## src/hdl/point_charge_multipole_moments_macros.svh

```systemverilog
// Assertion macros for the point charge multipole moments block.
// Included by the top level; the macros expect aclk and aresetn in scope.
`ifndef POINT_CHARGE_MULTIPOLE_MOMENTS_MACROS_SVH
`define POINT_CHARGE_MULTIPOLE_MOMENTS_MACROS_SVH

// Same-cycle implication, checked outside reset.
`define PCMM_ASSERT_IMPL(lbl, ante, cons) \
    lbl: assert property (@(posedge aclk) disable iff (!aresetn) (ante) |-> (cons)) \
        else $error("multipole moments: same-cycle check failed");

// Next-cycle implication, checked outside reset.
`define PCMM_ASSERT_NEXT(lbl, ante, cons) \
    lbl: assert property (@(posedge aclk) disable iff (!aresetn) (ante) |=> (cons)) \
        else $error("multipole moments: next-cycle check failed");

`endif

```

## src/hdl/pcmm_pkg.sv

```systemverilog
// Shared types, constants and helper functions of the multipole moments block.
// Used by the controller, the datapath and the top level; depends on nothing.
package pcmm_pkg;

    // Fixed field and arithmetic widths.
    localparam int CHARGE_W  = 24;
    localparam int ACC_W     = 64;
    localparam int ORDER_W   = 2;
    localparam int NUM_OUT   = 10;
    localparam int OUT_W     = NUM_OUT * ACC_W;
    localparam int MA_W      = 32;   // multiplier operand A (charge or coordinate)
    localparam int MB_W      = 36;   // multiplier operand B (coordinate or term slice)
    localparam int PROD_W    = MA_W + MB_W;
    localparam int P_W       = 64;   // coordinate product r_u * r_w
    localparam int R2_W      = 66;   // sum of the three squares
    localparam int T_W       = 68;   // 3 r_u r_w - delta r^2
    localparam int LO_SPLIT  = 32;   // low slice of the term, taken unsigned
    localparam int LO_W      = CHARGE_W + LO_SPLIT + 1;
    localparam int HI_PROD_W = CHARGE_W + MB_W;
    localparam int TERM_W    = 74;   // widest value added into an accumulator
    localparam int DIP_SHIFT = 4;
    localparam int QUAD_SHIFT = 20;
    localparam int HI_SHIFT  = LO_SPLIT - QUAD_SHIFT;
    localparam int NUM_DIAG  = 3;

    // Order codes and reset value.
    localparam logic [ORDER_W-1:0] ORDER_CHARGE = 2'd0;
    localparam logic [ORDER_W-1:0] ORDER_DIPOLE = 2'd1;
    localparam logic [ORDER_W-1:0] ORDER_RESET  = 2'd2;

    // Last counts of the sequencer loops.
    localparam logic [2:0] LAST_PROD = 3'd5;
    localparam logic [2:0] LAST_DIP  = 3'd2;
    localparam logic [2:0] LAST_QUAD = 3'd5;

    typedef enum logic [2:0] {
        MUL_NONE,
        MUL_RR,
        MUL_QR,
        MUL_QLO,
        MUL_QHI
    } mul_op_t;

    typedef enum logic [2:0] {
        ST_IDLE,
        ST_PROD,
        ST_DIP,
        ST_QT,
        ST_QLO,
        ST_QHI,
        ST_DRAIN,
        ST_EMIT
    } state_t;

    // Commands from the controller to the datapath.
    typedef struct packed {
        logic       in_load;
        mul_op_t    mul_op;
        logic [2:0] idx;
        logic       r2_load;
        logic       t_load;
        logic       emit;
    } cmd_t;

    // Status from the datapath to the controller.
    typedef struct packed {
        logic busy;
        logic out_free;
    } stat_t;

    // First and second axis of each unique quadrupole entry: xx yy zz xy xz yz.
    function automatic logic [1:0] quad_u(input logic [2:0] idx);
        logic [1:0] u;
        case (idx)
            3'd1:    u = 2'd1;
            3'd2:    u = 2'd2;
            3'd5:    u = 2'd1;
            default: u = 2'd0;
        endcase
        return u;
    endfunction

    function automatic logic [1:0] quad_w(input logic [2:0] idx);
        logic [1:0] w;
        case (idx)
            3'd1:    w = 2'd1;
            3'd3:    w = 2'd1;
            3'd2:    w = 2'd2;
            3'd4:    w = 2'd2;
            3'd5:    w = 2'd2;
            default: w = 2'd0;
        endcase
        return w;
    endfunction

    // Adds a wide value into a 64-bit accumulator, clamping to the signed range.
    function automatic logic signed [ACC_W-1:0] sat_add(
        input logic signed [ACC_W-1:0]  acc,
        input logic signed [TERM_W-1:0] val
    );
        logic signed [TERM_W:0]      s;
        logic [TERM_W-ACC_W+1:0]     top;
        logic signed [ACC_W-1:0]     r;
        s   = (TERM_W+1)'(acc) + (TERM_W+1)'(val);
        top = s[TERM_W:ACC_W-1];
        if ((top == '0) || (top == '1)) begin
            r = s[ACC_W-1:0];
        end else if (s[TERM_W]) begin
            r = {1'b1, {(ACC_W-1){1'b0}}};
        end else begin
            r = {1'b0, {(ACC_W-1){1'b1}}};
        end
        return r;
    endfunction

endpackage

```

## src/hdl/pcmm_ctrl.sv

```systemverilog
// Sequencer of the multipole moments block and holder of the max_order register.
// Depends on pcmm_pkg for the state, command and status types.
module pcmm_ctrl import pcmm_pkg::*; (
    input  logic               aclk,
    input  logic               aresetn,
    input  logic               s_tvalid,
    output logic               s_tready,
    input  logic               s_tlast,
    input  logic               cfg_valid,
    output logic               cfg_ready,
    input  logic [ORDER_W-1:0] cfg_data,
    input  stat_t              stat,
    output cmd_t               cmd
);

    state_t             state_reg, state_next;
    logic [2:0]         cnt_reg, cnt_next;
    logic               last_reg, last_next;
    logic [ORDER_W-1:0] max_order_reg;

    // The register accepts a write in every cycle.
    assign cfg_ready = 1'b1;

    always_ff @(posedge aclk) begin
        if (!aresetn) begin
            max_order_reg <= ORDER_RESET;
        end else if (cfg_valid) begin
            max_order_reg <= cfg_data;
        end
    end

    // State register.
    always_ff @(posedge aclk) begin
        if (!aresetn) begin
            state_reg <= ST_IDLE;
            cnt_reg   <= '0;
            last_reg  <= 1'b0;
        end else begin
            state_reg <= state_next;
            cnt_reg   <= cnt_next;
            last_reg  <= last_next;
        end
    end

    // Next state and commands.
    always_comb begin
        state_next  = state_reg;
        cnt_next    = cnt_reg;
        last_next   = last_reg;
        s_tready    = 1'b0;
        cmd.in_load = 1'b0;
        cmd.mul_op  = MUL_NONE;
        cmd.idx     = cnt_reg;
        cmd.r2_load = 1'b0;
        cmd.t_load  = 1'b0;
        cmd.emit    = 1'b0;
        unique case (state_reg)
            ST_IDLE: begin
                s_tready = 1'b1;
                if (s_tvalid) begin
                    cmd.in_load = 1'b1;
                    last_next   = s_tlast;
                    cnt_next    = '0;
                    if (max_order_reg == ORDER_CHARGE) begin
                        state_next = s_tlast ? ST_EMIT : ST_IDLE;
                    end else if (max_order_reg == ORDER_DIPOLE) begin
                        state_next = ST_DIP;
                    end else begin
                        state_next = ST_PROD;
                    end
                end
            end
            ST_PROD: begin
                cmd.mul_op = MUL_RR;
                if (cnt_reg == LAST_PROD) begin
                    cnt_next   = '0;
                    state_next = ST_DIP;
                end else begin
                    cnt_next = cnt_reg + 3'd1;
                end
            end
            ST_DIP: begin
                cmd.mul_op  = MUL_QR;
                cmd.r2_load = (cnt_reg == '0);
                if (cnt_reg == LAST_DIP) begin
                    cnt_next   = '0;
                    state_next = max_order_reg[1] ? ST_QT : ST_DRAIN;
                end else begin
                    cnt_next = cnt_reg + 3'd1;
                end
            end
            ST_QT: begin
                cmd.t_load = 1'b1;
                state_next = ST_QLO;
            end
            ST_QLO: begin
                cmd.mul_op = MUL_QLO;
                state_next = ST_QHI;
            end
            ST_QHI: begin
                cmd.mul_op = MUL_QHI;
                if (cnt_reg == LAST_QUAD) begin
                    state_next = ST_DRAIN;
                end else begin
                    cnt_next   = cnt_reg + 3'd1;
                    state_next = ST_QT;
                end
            end
            ST_DRAIN: begin
                if (!stat.busy) begin
                    state_next = last_reg ? ST_EMIT : ST_IDLE;
                end
            end
            ST_EMIT: begin
                if (stat.out_free) begin
                    cmd.emit   = 1'b1;
                    state_next = ST_IDLE;
                end
            end
            default: begin
                state_next = ST_IDLE;
            end
        endcase
    end

endmodule

```

## config.mk

```make
export PLATFORM = sky130hd
export DESIGN_NAME = pcmm_ctrl
export DESIGN_NICKNAME = d
export VERILOG_FILES = /design/src/hdl/point_charge_multipole_moments_macros.svh /design/src/hdl/pcmm_pkg.sv /design/src/hdl/pcmm_ctrl.sv
export SDC_FILE = /design/constraint.sdc
export NUM_CORES = 1
export LEC_CHECK = 0
export BUFFER_PORTS_ARGS = -buffer_cell sky130_fd_sc_hd__buf_2
export CORE_MARGIN = 10
export CORE_UTILIZATION = 40
export CTS_CLUSTER_SIZE = 20
export DETAILED_ROUTE_END_ITERATION = 10
export SLEW_MARGIN = 15
export SYNTH_ARGS = -nofsm -noshare
export SYNTH_HDL_FRONTEND = slang
export SYNTH_SLANG_ARGS = --single-unit
```

## constraint.sdc

```tcl
create_clock -name aclk -period 1.8 [get_ports aclk]
set_input_delay 0.36 -clock aclk [delete_from_list [all_inputs] [get_ports aclk]]
set_output_delay 0.36 -clock aclk [all_outputs]
set_load 0.03 [all_outputs]
```

# Word level (Yosys, flattened, before mapping)
# Index checks and enable logic that the tools add are counted.
[word_totals]
regBits = 9
inputBits = 9
out_inout_bits = 12
elab_cells = 53
[classes]
add_sub_neg = 1
eq_ne = 16
n_mux = 25
n_reduce_logical = 7
[op_table]
columns = ["operator", "n"]
rows = [
  ["two-way mux 3 bit", 14],
  ["case mux 3 bit (4 select lines)", 2],
  ["case mux 3 bit (8 select lines)", 1],
  ["equality test 3 bit (second input constant)", 5],
  ["!= test 2 bit (second input constant)", 6],
  ["equality test 3 x 2 -> 1 bit (second input constant)", 3],
  ["two-way mux 1 bit", 7],
  ["zero test 3 bit", 2],
  ["AND reduction 5 bit", 1],
  ["nonzero test 4 bit", 1],
  ["adder 3 x 1 -> 3 bit (second input constant)", 1],
  ["equality test 3 x 1 -> 1 bit (second input constant)", 1],
  ["AND reduction 3 bit", 1],
  ["equality test 2 x 1 -> 1 bit (second input constant)", 1],
  ["zero test 2 bit", 1],
  ["two-way mux 2 bit", 1],
  ["AND reduction 2 bit", 1],
]

# Depth between registers and ports, before layout
[logic_depth]
word_depth = 5
depth_mapped = 6
ltp_nobuf = 6

# Least setup slack after synthesis
# Ideal clock, no wire load.
[synth_timing]
path_kind = "register -> output"
from = "reg state_reg[0]"
to = "out cmd[2] (netlist name)"
t_arrival_ns = 1.745
t_required_ns = 1.440
path_slack_ns = -0.305
path_stages_with_launch = 4
path_buffers = 2
cell_sequence = "dfxtp_1 -> buf_2 -> buf_2 -> nor4b_1"
[synth_lines]
columns = ["item", "line_no", "rtl"]
rows = [
  ["from (decl)", "pcmm_ctrl.sv:16", "state_t state_reg, state_next;"],
  ["from (signal assigned)", "pcmm_ctrl.sv:39", "state_reg <= state_next;"],
  ["to (decl)", "pcmm_ctrl.sv:13", "output cmd_t cmd"],
]

==> results.json <==
{
  "status": "completed",
  "crit_path_cell_trace": "buf_4, nor3_2, and2_1, clkbuf_4",
  "syn_area_sq_um": 767.0,
  "avgSynthCellArea_sq_um": 7.826,
  "setup_slack_ns": 0.08044,
  "fin_cells": 142,
  "synth_warnings": 0,
  "synth.net_count": 111,
  "htree_num_levels": 1,
  "numPortBuffers": 19,
  "ys_ff_latch": 9,
  "drt-vias-per-instance": 5.169,
  "ff_latch_area_sq_um": 186.4,
  "num_rows": 15,
  "synthToLayoutAreaGrowth_pct": 20.23,
  "drt_wl_total_mm": 1.894,
  "worstHoldStart": "cfg_data[1]",
  "drt-pass1-iter-count": 4,
  "r2r-start": "cnt_reg[1]$_SDFFE_PN0P_",
  "cts_hold_buf": 0,
  "numCtsBuffers": 3,
  "synthCells": 98,
  "critPathSlowestCell": "dfxtp_2",
  "synth_top_area_share_pct": 23.49,
  "synth_area_leader_cell": "dfxtp_1",
  "coreArea_sq_um": 1764,
  "io_pins": 21,
  "worstPathMaxFanout": 7,
  "hp-class": "in -> reg",
  "ant_nets": 0,
  "finalHoldViolations": 0,
  "cp-start-kind": "register",
  "end_kind": "output pin",
  "wire_per_inst_microns": 13.34,
  "synthArstFlopShare_pct": 0,
  "drc": 0,
  "cts_buffer_depth": 2,
  "hold_depth": 3,
  "clkSinkCount": 9,
  "num_vias": 734,
  "timing.final.crit_share_pct": 95.53,
  "multi_input_area_sq_um": 525.5,
  "peakVddDrop_uv": 787.9,
  "fin_nets": 131,
  "chipHeight_microns": 63.79,
  "cellPowerDensity_nw_per_um2": 1609,
  "finClkSkew_ns": 0.01456,
  "die_w_microns": 63.79,
  "netlist_top_cells_area": "dfxtp_1 23%, ha_1 6.5%, nand2_1 4.4%",
  "worst_path_largest_cell_delay_ns": 0.36,
  "synthFlopType": "dfxtp_1",
  "grt_max_degree": 18,
  "antenna_found_initial": 0,
  "overflow": 0,
  "ff2ff_setup_slack_ns": 0.11,
  "setup_viol_count_final": 0,
  "cts_tree": "yes",
  "clock-root-buffer": "clkbuf_4",
  "leakagePower_nw": 0.4137,
  "drv_slew": 0,
  "setup_tns_ns": 0,
  "grt_usage_pct": 9.331,
  "rsz0062_at_grt": "no",
  "fin_crit_ns": 1.720,
  "clk_latency_ns": 0.26,
  "rr_endpoint": "cnt_reg[0]$_SDFFE_PN0P_",
  "cp.arrival_ns": 1.36,
  "r2r_cells": 6,
  "hold_end": "max_order_reg[1]$_SDFFE_PN1P_",
  "gp_congestion": 0.8244,
  "cap_viol_max_count": 0,
  "dp_slack_ns": 0.1203,
  "fp.dieArea_sq_um": 4069,
  "synth_cell_type_count": 43,
  "layout-drive-gt1-share_pct": 29.91,
  "max_freq_mhz": 581.5,
  "antennaDiodeCount": 0,
  "dp_cells": 138,
  "seq_area_frac_synth_pct": 23.49,
  "drtIter0Drc": 17,
  "grt_pass1_vias": 738,
  "postCtsSetupRepairBufs": 0,
  "start_util_pct": 43.48,
  "hpwl_mm": 1.502,
  "synth_edf_count": 0,
  "clk_pin_slew_worst_paths_ns": 0.08,
  "fillers": 190,
  "required_ns": 1.44,
  "path_class": "reg -> out",
  "grt_first_pass_wirelength_mm": 3.318
}
-- stage by stage --
stage / hold slack, ns / power (mW) / cell area, sq um / utilization [%]
floorplan: 0.4759 / 1.072 / 778.2 / -
global placement: 0.5272 / 1.302 / 884.6 / 50.14
detailed placement: 0.5362 / 1.305 / 884.6 / 50.14
CTS: 0.3244 / 1.478 / 913.4 / 51.77
global route: 0.3505 / 1.598 / 922.1 / 52.27
finish: 0.3239 / 1.484 / 922.1 / 52.27
-- synth_stat cells (all sizes together), types with 2 or more instances --
master,count
nand2,9
buf,7
nor4,2
nor2b,3
o211ai,3
ha,4
a21oi,4
o21ai,5
a221oi,2
nor2,8
nor3,2
o31ai,2
nand2b,3
dfxtp,9
inv,6
mux2i,3
and2,4
-- critical path, delay by kind of cell (launching register included) --
family        cells  cell delay, ns
simple gates      2            0.36
flops             1            0.36
buf+inv           2            0.37
-- cells in the final DEF (no fill, tap or decap), types with 3 or more instances in the layout --
cell and n:
a21oi_1 4, and2_1 4, buf_2 17, buf_4 5, clkbuf_4 4, dfxtp_1 6
ha_1 4, inv_1 6, mux2i_1 3, nand2_1 9, nand2b_1 3, nor2_1 8
nor2b_1 3, o211ai_1 3, o21ai_0 3
-- cell type report --
type                    count  share of cell area (%)
flip-flops and latches      9                   20.22
repair buffers             23                   14.11
clock buffers               4                   2.849
inverters                   6                   2.442
multi-input cells          75                   56.99
well taps                  25                   3.392
-- cell families after synthesis --
| kind of cell | share of synthesized area, % |
|---|---|
| xor gates and xnor gates | 1.142 |
| AOI/OAI and AO/OA | 25.45 |
| DFF | 23.49 |
| other | 0.4889 |
| and+or+nand+nor | 29.53 |
| muxes | 3.915 |
| adders and majority gates | 6.526 |
| buffers and inverters | 9.460 |
-- report_power, final --
| group | internal [mW] | switching (mW) |
|---|---|---|
| logic | 0.383 | 0.560 |
| registers | 0.261 | 0.116 |
| clock network | 0.0854 | 0.0792 |
-- worst max-delay path by stage --
stage / startpoint / to / slack, ns / cells after the start
2_1_floorplan: cnt_reg[1]$_SDFFE_PN0P_ / cnt_reg[0]$_SDFFE_PN0P_ / 0.06 / 6
3_5_place_dp: cnt_reg[1]$_SDFFE_PN0P_ / cnt_reg[0]$_SDFFE_PN0P_ / 0.12 / 6
3_3_place_gp: cnt_reg[1]$_SDFFE_PN0P_ / cnt_reg[2]$_SDFFE_PN0P_ / 0.16 / 6
6_report: state_reg[0]$_SDFFE_PN0P_ / cmd[9] / 0.08 / 4
4_1_cts: state_reg[0]$_SDFFE_PN0P_ / cmd[9] / 0.03 / 4
5_1_grt: state_reg[2]$_SDFFE_PN0P_ / cmd[2] / 0.007 / 3
-- routing by layer --
| layer | track usage (%) | routed length, microns | up-vias |
|---|---|---|---|
| met2 | 14.18 | 818 | 15 |
| met1 | 12.40 | 965 | 334 |
| met3 | 3.833 | 110 | 0 |
| li1 | - | - | 385 |
| met5 | 0 | 0 | - |
| met4 | 0.8197 | 0 | 0 |
-- what timing repair did --
item                                    4_1_cts  5_1_grt
endpoints found under the setup margin        6        2
pin swaps                                     0        0
resized for setup                             2        5
cloned                                        0        0
Power figures use the tool's default switching activity.
